--- config.mk ---
export PLATFORM = sky130hd
export DESIGN_NAME = row_sliding_window_mean_unit
export DESIGN_NICKNAME = d
export VERILOG_FILES = /design/src/hdl/rswm_pkg.sv /design/src/hdl/rswm_cell.sv /design/src/hdl/rswm_div.sv /design/src/hdl/row_sliding_window_mean_unit.sv
export SDC_FILE = /design/constraint.sdc
export NUM_CORES = 1
export LEC_CHECK = 0
export ABC_AREA = 1
export BUFFER_PORTS_ARGS = -buffer_cell sky130_fd_sc_hd__buf_2
export CORE_MARGIN = 2
export CORE_UTILIZATION = 53
export DETAILED_ROUTE_END_ITERATION = 10
export PLACE_DENSITY = 0.69
export REMOVE_ABC_BUFFERS = 1
export SYNTH_ARGS = -nofsm -noshare
export SYNTH_HDL_FRONTEND = slang
export SYNTH_SLANG_ARGS = --single-unit
export TNS_END_PERCENT = 10
--- constraint.sdc ---
create_clock -name clock -period 23.8 [get_ports clock]
set_input_delay 4.76 -clock clock [delete_from_list [all_inputs] [get_ports clock]]
set_output_delay 4.76 -clock clock [all_outputs]
set_load 0.05 [all_outputs]
--- src/hdl/rswm_pkg.sv ---
// Package for the row sliding window mean unit.
// Holds widths, limits, register indexes and the divider request type.
// Used by every module of the block; depends on nothing else.
`default_nettype none

package rswm_pkg;

   localparam int PIXEL_W      = 8;
   localparam int SUM_W        = 14;
   localparam int COL_W        = 12;
   localparam int WIN_W        = 7;
   localparam int ROW_W        = 13;
   localparam int MAX_WINDOW   = 64;
   localparam int WIN_IDX_W    = 6;
   localparam int MAX_ROW_WIDTH = 4096;
   localparam int CSR_IDX_W    = 2;
   localparam int CSR_DATA_W   = 13;
   localparam int DIV_STEPS    = 14;
   localparam int STEP_W       = 4;

   localparam logic [WIN_W-1:0] WIN_RESET = 7'd8;
   localparam logic [ROW_W-1:0] ROW_RESET = 13'd640;

   localparam logic [CSR_IDX_W-1:0] CSR_WINDOW_LEN = 2'd0;
   localparam logic [CSR_IDX_W-1:0] CSR_ROW_WIDTH  = 2'd1;

   typedef struct packed {
      logic               start;
      logic [SUM_W-1:0]   dividend;
      logic [WIN_W-1:0]   divisor;
   } div_req_type;

endpackage

`default_nettype wire

--- src/hdl/rswm_cell.sv ---
// One cell of the pixel delay chain: holds one past pixel and passes it on.
// Drives its pixel onto the tap bus when its position matches the window.
// Depends on rswm_pkg.
`default_nettype none

module rswm_cell (
   input  wire                                clock,
   input  wire                                shift_en,
   input  wire  [rswm_pkg::WIN_IDX_W-1:0]     index,
   input  wire  [rswm_pkg::WIN_IDX_W-1:0]     tap_sel,
   input  wire  [rswm_pkg::PIXEL_W-1:0]       data_in,
   output logic [rswm_pkg::PIXEL_W-1:0]       data_out,
   output logic [rswm_pkg::PIXEL_W-1:0]       tap_out
);

   logic [rswm_pkg::PIXEL_W-1:0] data_ff;
   logic [rswm_pkg::PIXEL_W-1:0] data_in_mux;

   assign data_in_mux = shift_en ? data_in : data_ff;

   always_ff @(posedge clock) begin
      data_ff <= data_in_mux;
   end

   assign data_out = data_ff;
   assign tap_out  = (index == tap_sel) ? data_ff : '0;

endmodule

`default_nettype wire

--- src/hdl/rswm_div.sv ---
// Restoring divider for the window mean, one quotient bit per cycle.
// Holds its quotient until the top level takes it.
// Depends on rswm_pkg.
`default_nettype none

module rswm_div (
   input  wire                              clock,
   input  wire                              reset,
   input  rswm_pkg::div_req_type            div_req,
   input  wire                              take,
   output logic                             busy,
   output logic                             done,
   output logic [rswm_pkg::PIXEL_W-1:0]     quotient
);

   logic                              busy_ff, busy_in;
   logic                              done_ff, done_in;
   logic [rswm_pkg::STEP_W-1:0]       step_ff, step_in;
   logic [rswm_pkg::SUM_W-1:0]        dq_ff, dq_in;
   logic [rswm_pkg::WIN_IDX_W-1:0]    rem_ff, rem_in;
   logic [rswm_pkg::WIN_W-1:0]        divisor_ff, divisor_in;
   logic [rswm_pkg::WIN_W-1:0]        trial;
   logic [rswm_pkg::WIN_W-1:0]        diff;

   assign trial = {rem_ff, dq_ff[rswm_pkg::SUM_W-1]};
   assign diff  = trial - divisor_ff;

   always_comb begin
      busy_in    = busy_ff;
      done_in    = done_ff;
      step_in    = step_ff;
      dq_in      = dq_ff;
      rem_in     = rem_ff;
      divisor_in = divisor_ff;
      if (take) begin
         done_in = 1'b0;
      end
      if (div_req.start) begin
         busy_in    = 1'b1;
         step_in    = '0;
         dq_in      = div_req.dividend;
         rem_in     = '0;
         divisor_in = div_req.divisor;
      end else if (busy_ff) begin
         if (trial >= divisor_ff) begin
            rem_in = diff[rswm_pkg::WIN_IDX_W-1:0];
            dq_in  = {dq_ff[rswm_pkg::SUM_W-2:0], 1'b1};
         end else begin
            rem_in = trial[rswm_pkg::WIN_IDX_W-1:0];
            dq_in  = {dq_ff[rswm_pkg::SUM_W-2:0], 1'b0};
         end
         step_in = step_ff + 1'b1;
         if (step_ff == rswm_pkg::STEP_W'(rswm_pkg::DIV_STEPS - 1)) begin
            busy_in = 1'b0;
            done_in = 1'b1;
         end
      end
   end

   always_ff @(posedge clock) begin
      if (reset) begin
         busy_ff <= 1'b0;
         done_ff <= 1'b0;
         step_ff <= '0;
      end else begin
         busy_ff <= busy_in;
         done_ff <= done_in;
         step_ff <= step_in;
      end
      dq_ff      <= dq_in;
      rem_ff     <= rem_in;
      divisor_ff <= divisor_in;
   end

   assign busy     = busy_ff;
   assign done     = done_ff;
   assign quotient = dq_ff[rswm_pkg::PIXEL_W-1:0];

endmodule

`default_nettype wire

--- src/hdl/row_sliding_window_mean_unit.sv ---
// Top level of the row sliding window mean unit.
// Instantiates the pixel delay chain (rswm_cell) and the divider (rswm_div).
// Depends on rswm_pkg.
//
// Pixels enter in raster order on the req_ channel, one per request. The
// column counter restarts after row_width pixels and the running sum is
// cleared at each row start. Once a full window of window_len pixels of the
// current row is in the sum, the rsp_ channel returns the truncated mean and
// the column where that window starts; earlier pixels of a row return
// nothing. The user must write the registers on the csr_ channel (index 0
// window_len, index 1 row_width) only while the unit is idle; the block
// does not enforce this. csr_ready is high outside reset. A request that
// gives no response does not hold up the next one. A request that gives a
// response occupies the 14-step serial divider, and the next request is
// taken once the divider has handed its quotient to the output register.
// A stalled receiver holds the output register and the finished quotient,
// and req_ready stays low until they move on.
// Reset clears the sum, the column, the divider and the output valid, holds
// both ready outputs low, and restores window_len 8 and row_width 640. The
// delay chain needs no reset.
`default_nettype none

module row_sliding_window_mean_unit (
   input  wire                                 clock,
   input  wire                                 reset,
   input  wire                                 req_valid,
   output logic                                req_ready,
   input  wire  [rswm_pkg::PIXEL_W-1:0]        req_pixel,
   output logic                                rsp_valid,
   input  wire                                 rsp_ready,
   output logic [rswm_pkg::PIXEL_W-1:0]        rsp_mean,
   output logic [rswm_pkg::COL_W-1:0]          rsp_start_column,
   input  wire                                 csr_valid,
   output logic                                csr_ready,
   input  wire  [rswm_pkg::CSR_IDX_W-1:0]      csr_index,
   input  wire  [rswm_pkg::CSR_DATA_W-1:0]     csr_wdata
);

   logic [rswm_pkg::WIN_W-1:0]    win_ff, win_in;
   logic [rswm_pkg::ROW_W-1:0]    row_ff, row_in;
   logic [rswm_pkg::SUM_W-1:0]    sum_ff, sum_in;
   logic [rswm_pkg::COL_W-1:0]    col_ff, col_in;
   logic [rswm_pkg::COL_W-1:0]    pend_col_ff, pend_col_in;
   logic                          rsp_valid_ff, rsp_valid_in;
   logic [rswm_pkg::PIXEL_W-1:0]  mean_ff, mean_in;
   logic [rswm_pkg::COL_W-1:0]    start_col_ff, start_col_in;

   logic [rswm_pkg::WIN_W-1:0]    win_eff;
   logic [rswm_pkg::ROW_W-1:0]    row_eff;
   logic [rswm_pkg::WIN_IDX_W-1:0] tap_sel;
   logic [rswm_pkg::ROW_W-1:0]    col_next;
   logic [rswm_pkg::ROW_W-1:0]    col_ext;
   logic                          accept;
   logic                          emit;
   logic [rswm_pkg::SUM_W-1:0]    sum_base;
   logic [rswm_pkg::PIXEL_W-1:0]  old_pixel;
   logic [rswm_pkg::ROW_W-1:0]    start_calc;

   logic [rswm_pkg::PIXEL_W-1:0]  chain [rswm_pkg::MAX_WINDOW];
   logic [rswm_pkg::PIXEL_W-1:0]  taps  [rswm_pkg::MAX_WINDOW];

   rswm_pkg::div_req_type         div_req;
   logic                          div_busy;
   logic                          div_done;
   logic                          div_take;
   logic [rswm_pkg::PIXEL_W-1:0]  div_quotient;

   always_comb begin
      if (win_ff == '0) begin
         win_eff = rswm_pkg::WIN_W'(1);
      end else if (win_ff > rswm_pkg::WIN_W'(rswm_pkg::MAX_WINDOW)) begin
         win_eff = rswm_pkg::WIN_W'(rswm_pkg::MAX_WINDOW);
      end else begin
         win_eff = win_ff;
      end
      if (row_ff == '0) begin
         row_eff = rswm_pkg::ROW_W'(1);
      end else if (row_ff > rswm_pkg::ROW_W'(rswm_pkg::MAX_ROW_WIDTH)) begin
         row_eff = rswm_pkg::ROW_W'(rswm_pkg::MAX_ROW_WIDTH);
      end else begin
         row_eff = row_ff;
      end
   end

   assign tap_sel = rswm_pkg::WIN_IDX_W'(win_eff - 1'b1);

   genvar k;
   generate
      for (k = 0; k < rswm_pkg::MAX_WINDOW; k++) begin : g_cell
         rswm_cell u_cell (
            .clock    (clock),
            .shift_en (accept),
            .index    (rswm_pkg::WIN_IDX_W'(k)),
            .tap_sel  (tap_sel),
            .data_in  ((k == 0) ? req_pixel : chain[(k == 0) ? 0 : k - 1]),
            .data_out (chain[k]),
            .tap_out  (taps[k])
         );
      end
   endgenerate

   always_comb begin
      old_pixel = '0;
      for (int i = 0; i < rswm_pkg::MAX_WINDOW; i++) begin
         old_pixel = old_pixel | taps[i];
      end
   end

   assign req_ready = !reset && !div_busy && !div_done;
   assign accept    = req_valid && req_ready;
   assign csr_ready = !reset;

   assign col_ext    = {1'b0, col_ff};
   assign col_next   = col_ext + 1'b1;
   assign emit       = col_next >= rswm_pkg::ROW_W'(win_eff);
   assign start_calc = col_next - rswm_pkg::ROW_W'(win_eff);

   always_comb begin
      sum_base = (col_ff == '0) ? '0 : sum_ff;
      if (col_ext >= rswm_pkg::ROW_W'(win_eff)) begin
         sum_base = sum_base - rswm_pkg::SUM_W'(old_pixel);
      end
   end

   always_comb begin
      win_in      = win_ff;
      row_in      = row_ff;
      sum_in      = sum_ff;
      col_in      = col_ff;
      pend_col_in = pend_col_ff;
      if (csr_valid && csr_ready) begin
         case (csr_index)
            rswm_pkg::CSR_WINDOW_LEN: win_in = csr_wdata[rswm_pkg::WIN_W-1:0];
            rswm_pkg::CSR_ROW_WIDTH:  row_in = csr_wdata[rswm_pkg::ROW_W-1:0];
            default: begin
            end
         endcase
      end
      if (accept) begin
         sum_in = sum_base + rswm_pkg::SUM_W'(req_pixel);
         if (col_next >= row_eff) begin
            col_in = '0;
         end else begin
            col_in = col_next[rswm_pkg::COL_W-1:0];
         end
         if (emit) begin
            pend_col_in = start_calc[rswm_pkg::COL_W-1:0];
         end
      end
   end

   always_comb begin
      div_req.start    = accept && emit;
      div_req.dividend = sum_in;
      div_req.divisor  = win_eff;
   end

   rswm_div u_div (
      .clock    (clock),
      .reset    (reset),
      .div_req  (div_req),
      .take     (div_take),
      .busy     (div_busy),
      .done     (div_done),
      .quotient (div_quotient)
   );

   assign div_take = div_done && (!rsp_valid_ff || rsp_ready);

   always_comb begin
      rsp_valid_in = rsp_valid_ff;
      mean_in      = mean_ff;
      start_col_in = start_col_ff;
      if (rsp_valid_ff && rsp_ready) begin
         rsp_valid_in = 1'b0;
      end
      if (div_take) begin
         rsp_valid_in = 1'b1;
         mean_in      = div_quotient;
         start_col_in = pend_col_ff;
      end
   end

   always_ff @(posedge clock) begin
      if (reset) begin
         win_ff       <= rswm_pkg::WIN_RESET;
         row_ff       <= rswm_pkg::ROW_RESET;
         sum_ff       <= '0;
         col_ff       <= '0;
         rsp_valid_ff <= 1'b0;
      end else begin
         win_ff       <= win_in;
         row_ff       <= row_in;
         sum_ff       <= sum_in;
         col_ff       <= col_in;
         rsp_valid_ff <= rsp_valid_in;
      end
      pend_col_ff  <= pend_col_in;
      mean_ff      <= mean_in;
      start_col_ff <= start_col_in;
   end

   assign rsp_valid        = rsp_valid_ff;
   assign rsp_mean         = mean_ff;
   assign rsp_start_column = start_col_ff;

endmodule

`default_nettype wire
==> results summary <==
The run finished with clean final reports. The final number of setup-violating endpoints is 0. The core area came out at 0.05109 mm².

The transition time of the tightest slew-check pin came out at 1.385 ns. The number of distinct library cells after synthesis came out at 47. The placed cell area came out at 0.02826 mm². The reg-to-reg endpoint is u_div.dq_ff[13].

The cell-internal power is 1.910 mW. The final period utilization came out at 43.41%. The deepest level of the CTS H-tree came out at 2. Setup total negative slack on the finished layout was measured at 0 ns. The share of async-settable or async-resettable flops after synthesis is 0%. The portion of synthesized area spent on multiplexers is 0.03669%. The hold violation count in the final report is 0. Net switching is 24.09% of the power. After the first detailed-routing iteration, the DRC count stood at 3024. Summing the areas of all xor and xnor instances in the mapped netlist gives 1.091% of the synthesized area.

By area the synthesized netlist is led by sky130_fd_sc_hd__edfxtp_1 (62%), sky130_fd_sc_hd__nand2_1 (11%), sky130_fd_sc_hd__nand4_1 (5.3%). The tool flagged a number of max-cap violations equal to 0. Clock-pin slew was measured on the worst setup and hold paths at 0.06 ns. The final cell count without fillers came out at 3333. The post-detailed-route wirelength per cell came out at 23.61 µm.

The flop and latch count out of synthesis is 624. The most common cell after layout, fill and taps aside is sky130_fd_sc_hd__nand2_1. Along the worst path, the maximum fanout reaches 10. The peak supply drop is 0.00006582 V. The final weighted congestion in routability-driven placement is 0.8900. The post-detailed-route DRC marker count is 0. The cell taking the most area after synthesis is sky130_fd_sc_hd__edfxtp_1. The critical path arrival is 5.57 ns. The number of synthesized flops with an enable pin came out at 565. The library cells used most frequently in the layout, excluding fill and tap cells, are sky130_fd_sc_hd__nand2_1 (766), sky130_fd_sc_hd__edfxtp_1 (565), sky130_fd_sc_hd__nor2_1 (283). The detailed-placement wirelength estimate came out at 49490 µm. The cell count after synthesis is 2541. The post-CTS setup-driven buffer insertion count came out at 0. Based on the critical path, the design can be clocked at up to 96.78 MHz. The starting density of the core came out at 53.40%.

The count of yosys warnings during synthesis came out at 0. The register area share after synthesis is 66.52%. By startpoint and endpoint, the worst setup path is classified as primary input to primary output.

The number of ports placed on the die boundary is 51. The share of total power dissipated in combinational logic is 7.7%. The worst setup path is launched from a primary input. The number of placed instances, taps included, is 3218. The net count of the finished layout is 2688. The flop-to-flop setup slack is 16.51 ns.

The aggregate routed wire length came out at 78690 µm. Post-CTS repair changed the size of 0 cells. The wire length of the first global-routing pass is 116100 µm.

The chip width is 230.9 µm. The relative max-transition margin is 7.348%. TritonCTS built the clock tree. The minimum period implied by the final worst setup slack is 10.33 ns. In this run, post-CTS hold repair placed 0 buffers. The floorplan step defined a die boundary enclosing 0.05331 mm². The clock skew after layout came out at 0.04101 ns. The buffer depth of the longest clock path came out at 3.

Measured on the finished design, the core utilization comes to 59.54%. The share of cells above drive strength 1 is 8.563%. The area of all placed cells without fillers came out at 0.03042 mm². In this run, the clock network consumes 41.4% of the power. The die extent in y came out at 230.9 µm.

The post-synthesis compound-gate area fraction is 2.710%. The switching component of the power is 0.6064 mW. The maximum cell stage delay along the critical path is 0.32 ns.

Data on the critical path is required at its endpoint by 19.04 ns. The number of slew-limit violations in the final report came out at 0. The standard-cell row count came out at 83. The detailed router placed 19.92k vias in this run. Setup repair after global routing left no endpoint under its margin. The first-pass iteration count of the detailed router is 6. The register cell area after layout is 0.01815 mm². The worst setup path is captured at a primary output.

The class of the tightest hold or removal check is flip-flop to flip-flop. Relative to the synthesized area, the layout overhead comes to 11.50%. In this run the critical register-to-register path is launched from win_ff[6]. The number of nets still failing antenna checks after routing came out at 0. The origin of the worst min-delay path is g_cell[23].u_cell.data_out[0]. The synthesized-area fraction occupied by adder cells came out at 2.816%. The latest clock arrival within the worst-skew pair came out at 0.66 ns.

For this design the static power due to leakage is 12.41 nW. The total overflow left after global routing is 0. For this design, the sink count on the clock tree is 624. The total design power came out at 2.517 mW. Traced cell by cell, the critical path runs through buf_2 > nor3_1 > buf_2. The total track usage came out at 29.47%. The depth of the most critical reg-to-reg path is 37. The path with the worst hold slack has its endpoint at g_cell[24].u_cell.data_out[0]. The multi-input combinational cell area is 0.008145 mm². The proportion of power drawn by flip-flops and latches is 50.9%. The per-instance average area after synthesis is 10.74 µm².

The combinational family with the most area after synthesis is simple AND/OR/NAND/NOR gates. The number of antenna violations at the first check in global routing came out at 2. The number of CTS-inserted buffers came out at 61.

The cell seen most often among critical-path stages is sky130_fd_sc_hd__buf_2. The per-cell via count in the routed design is 5.975. The number of filler cells placed in the layout came out at 4131. Of the total synthesized cell area, the portion taken by AND, OR, NAND and NOR gates is 23.07%. The proportion of netlist area held by the largest area contributor came out at 62.19%. The slowest stage of the critical path belongs to the cell sky130_fd_sc_hd__buf_2. The clock root buffer is sky130_fd_sc_hd__clkbuf_16. The number of global-route vias before repair came out at 18.87k. The number of port buffers is 50.

Entering global routing, the biggest net connects 133 pins. The cell area after technology mapping came out at 0.02728 mm². The total power divided by cell area is 82.74 mW/mm². In the synthesized netlist the dominant register cell turns out to be sky130_fd_sc_hd__edfxtp_1. The hold-critical path depth came out at 0.
critical path, delay by kind of cell:
kind | cells | cell delay (ns)
simple gates | 1 | 0.29
buf+inv | 2 | 0.52
flip-flops by register name (all words and copies together) (netlist names):
register and count:
g_cell.u_cell.data_out 512, sum_ff 14, u_div.dq_ff 14, row_ff 13, col_ff 12, pend_col_ff 12
rsp_start_column 12, rsp_mean 8, u_div.divisor_ff 7, win_ff 7, u_div.rem_ff 6, u_div.step_ff 4
rsp_valid 1, u_div.busy 1, u_div.done 1
power by group through the flow:
stage	registers [mW]	logic (mW)	clock network [mW]
2_1_floorplan	1.31	0.129	0
3_3_place_gp	1.30	0.186	0
3_5_place_dp	1.30	0.190	0
4_1_cts	1.28	0.191	1.05
5_1_grt	1.28	0.215	1.09
6_report	1.28	0.195	1.04
worst max path at each step:
stage	start	end	slack, ns	depth (start not counted)
after global routing	reset	req_ready	13.41	3
after detailed placement	reset	req_ready	13.43	3
final	reset	req_ready	13.47	3
after CTS	reset	req_ready	13.42	3
after global placement	reset	req_ready	13.39	3
after floorplan	reset	u_div.dq_ff[10]	3.13	8
through the flow:
| step | setup WS [ns] | hold slack [ns] |
|---|---|---|
| finish | 13.47 | 0.4212 |
| global route | 13.41 | 0.4267 |
| CTS | 13.42 | 0.4138 |
| detailed placement | 13.43 | 0.4066 |
| global placement | 13.39 | 0.4067 |
| floorplan | 3.132 | 0.4003 |
per-layer routing:
layer	GRT usage, %	up-vias	share of wire, %
met2	45.61	1195	45
met5	0	-	0.017
met1	39.67	9549	39
met3	6.349	208	11
met4	14.50	2	5.3
li1	-	8962	-
synth_stat cells (all sizes together), types with 4 or more instances:
cell type  count
nand2        778
edfxtp       565
nor2         303
nand4        235
inv          168
nand3         83
o21ai         70
dfxtp         59
a21oi         57
buf           55
ha            55
xor2          28
clkbuf        26
nor3          17
xnor2          6
clkinv         4
fa             4
o32ai          4
final cells by class:
cell class                      instances  share of cell area [%]
Timing Repair Buffer                   78                   1.514
Clock inverter                         40                   1.715
Tap cell                              680                   2.797
Multi-Input combinational cell       1664                   26.78
Antenna cell                            2                 0.01645
Sequential cell                       624                   59.66
Clock buffer                           73                   5.368
Inverter                              172                   2.155
logic make-up (layout without fill, tap and decap cells):
family                     count (synthesis)  after routing
DFF                                      624            624
muxes                                      1              1
adders and majority gates                 59             59
xor gates and xnor gates                  34             34
other                                      0              2
AOI/OAI and AO/OA                        140            140
buffers and inverters                    253            363
and+or+nand+nor                         1430           1430
No activity file was read; power rests on OpenSTA's default activity.
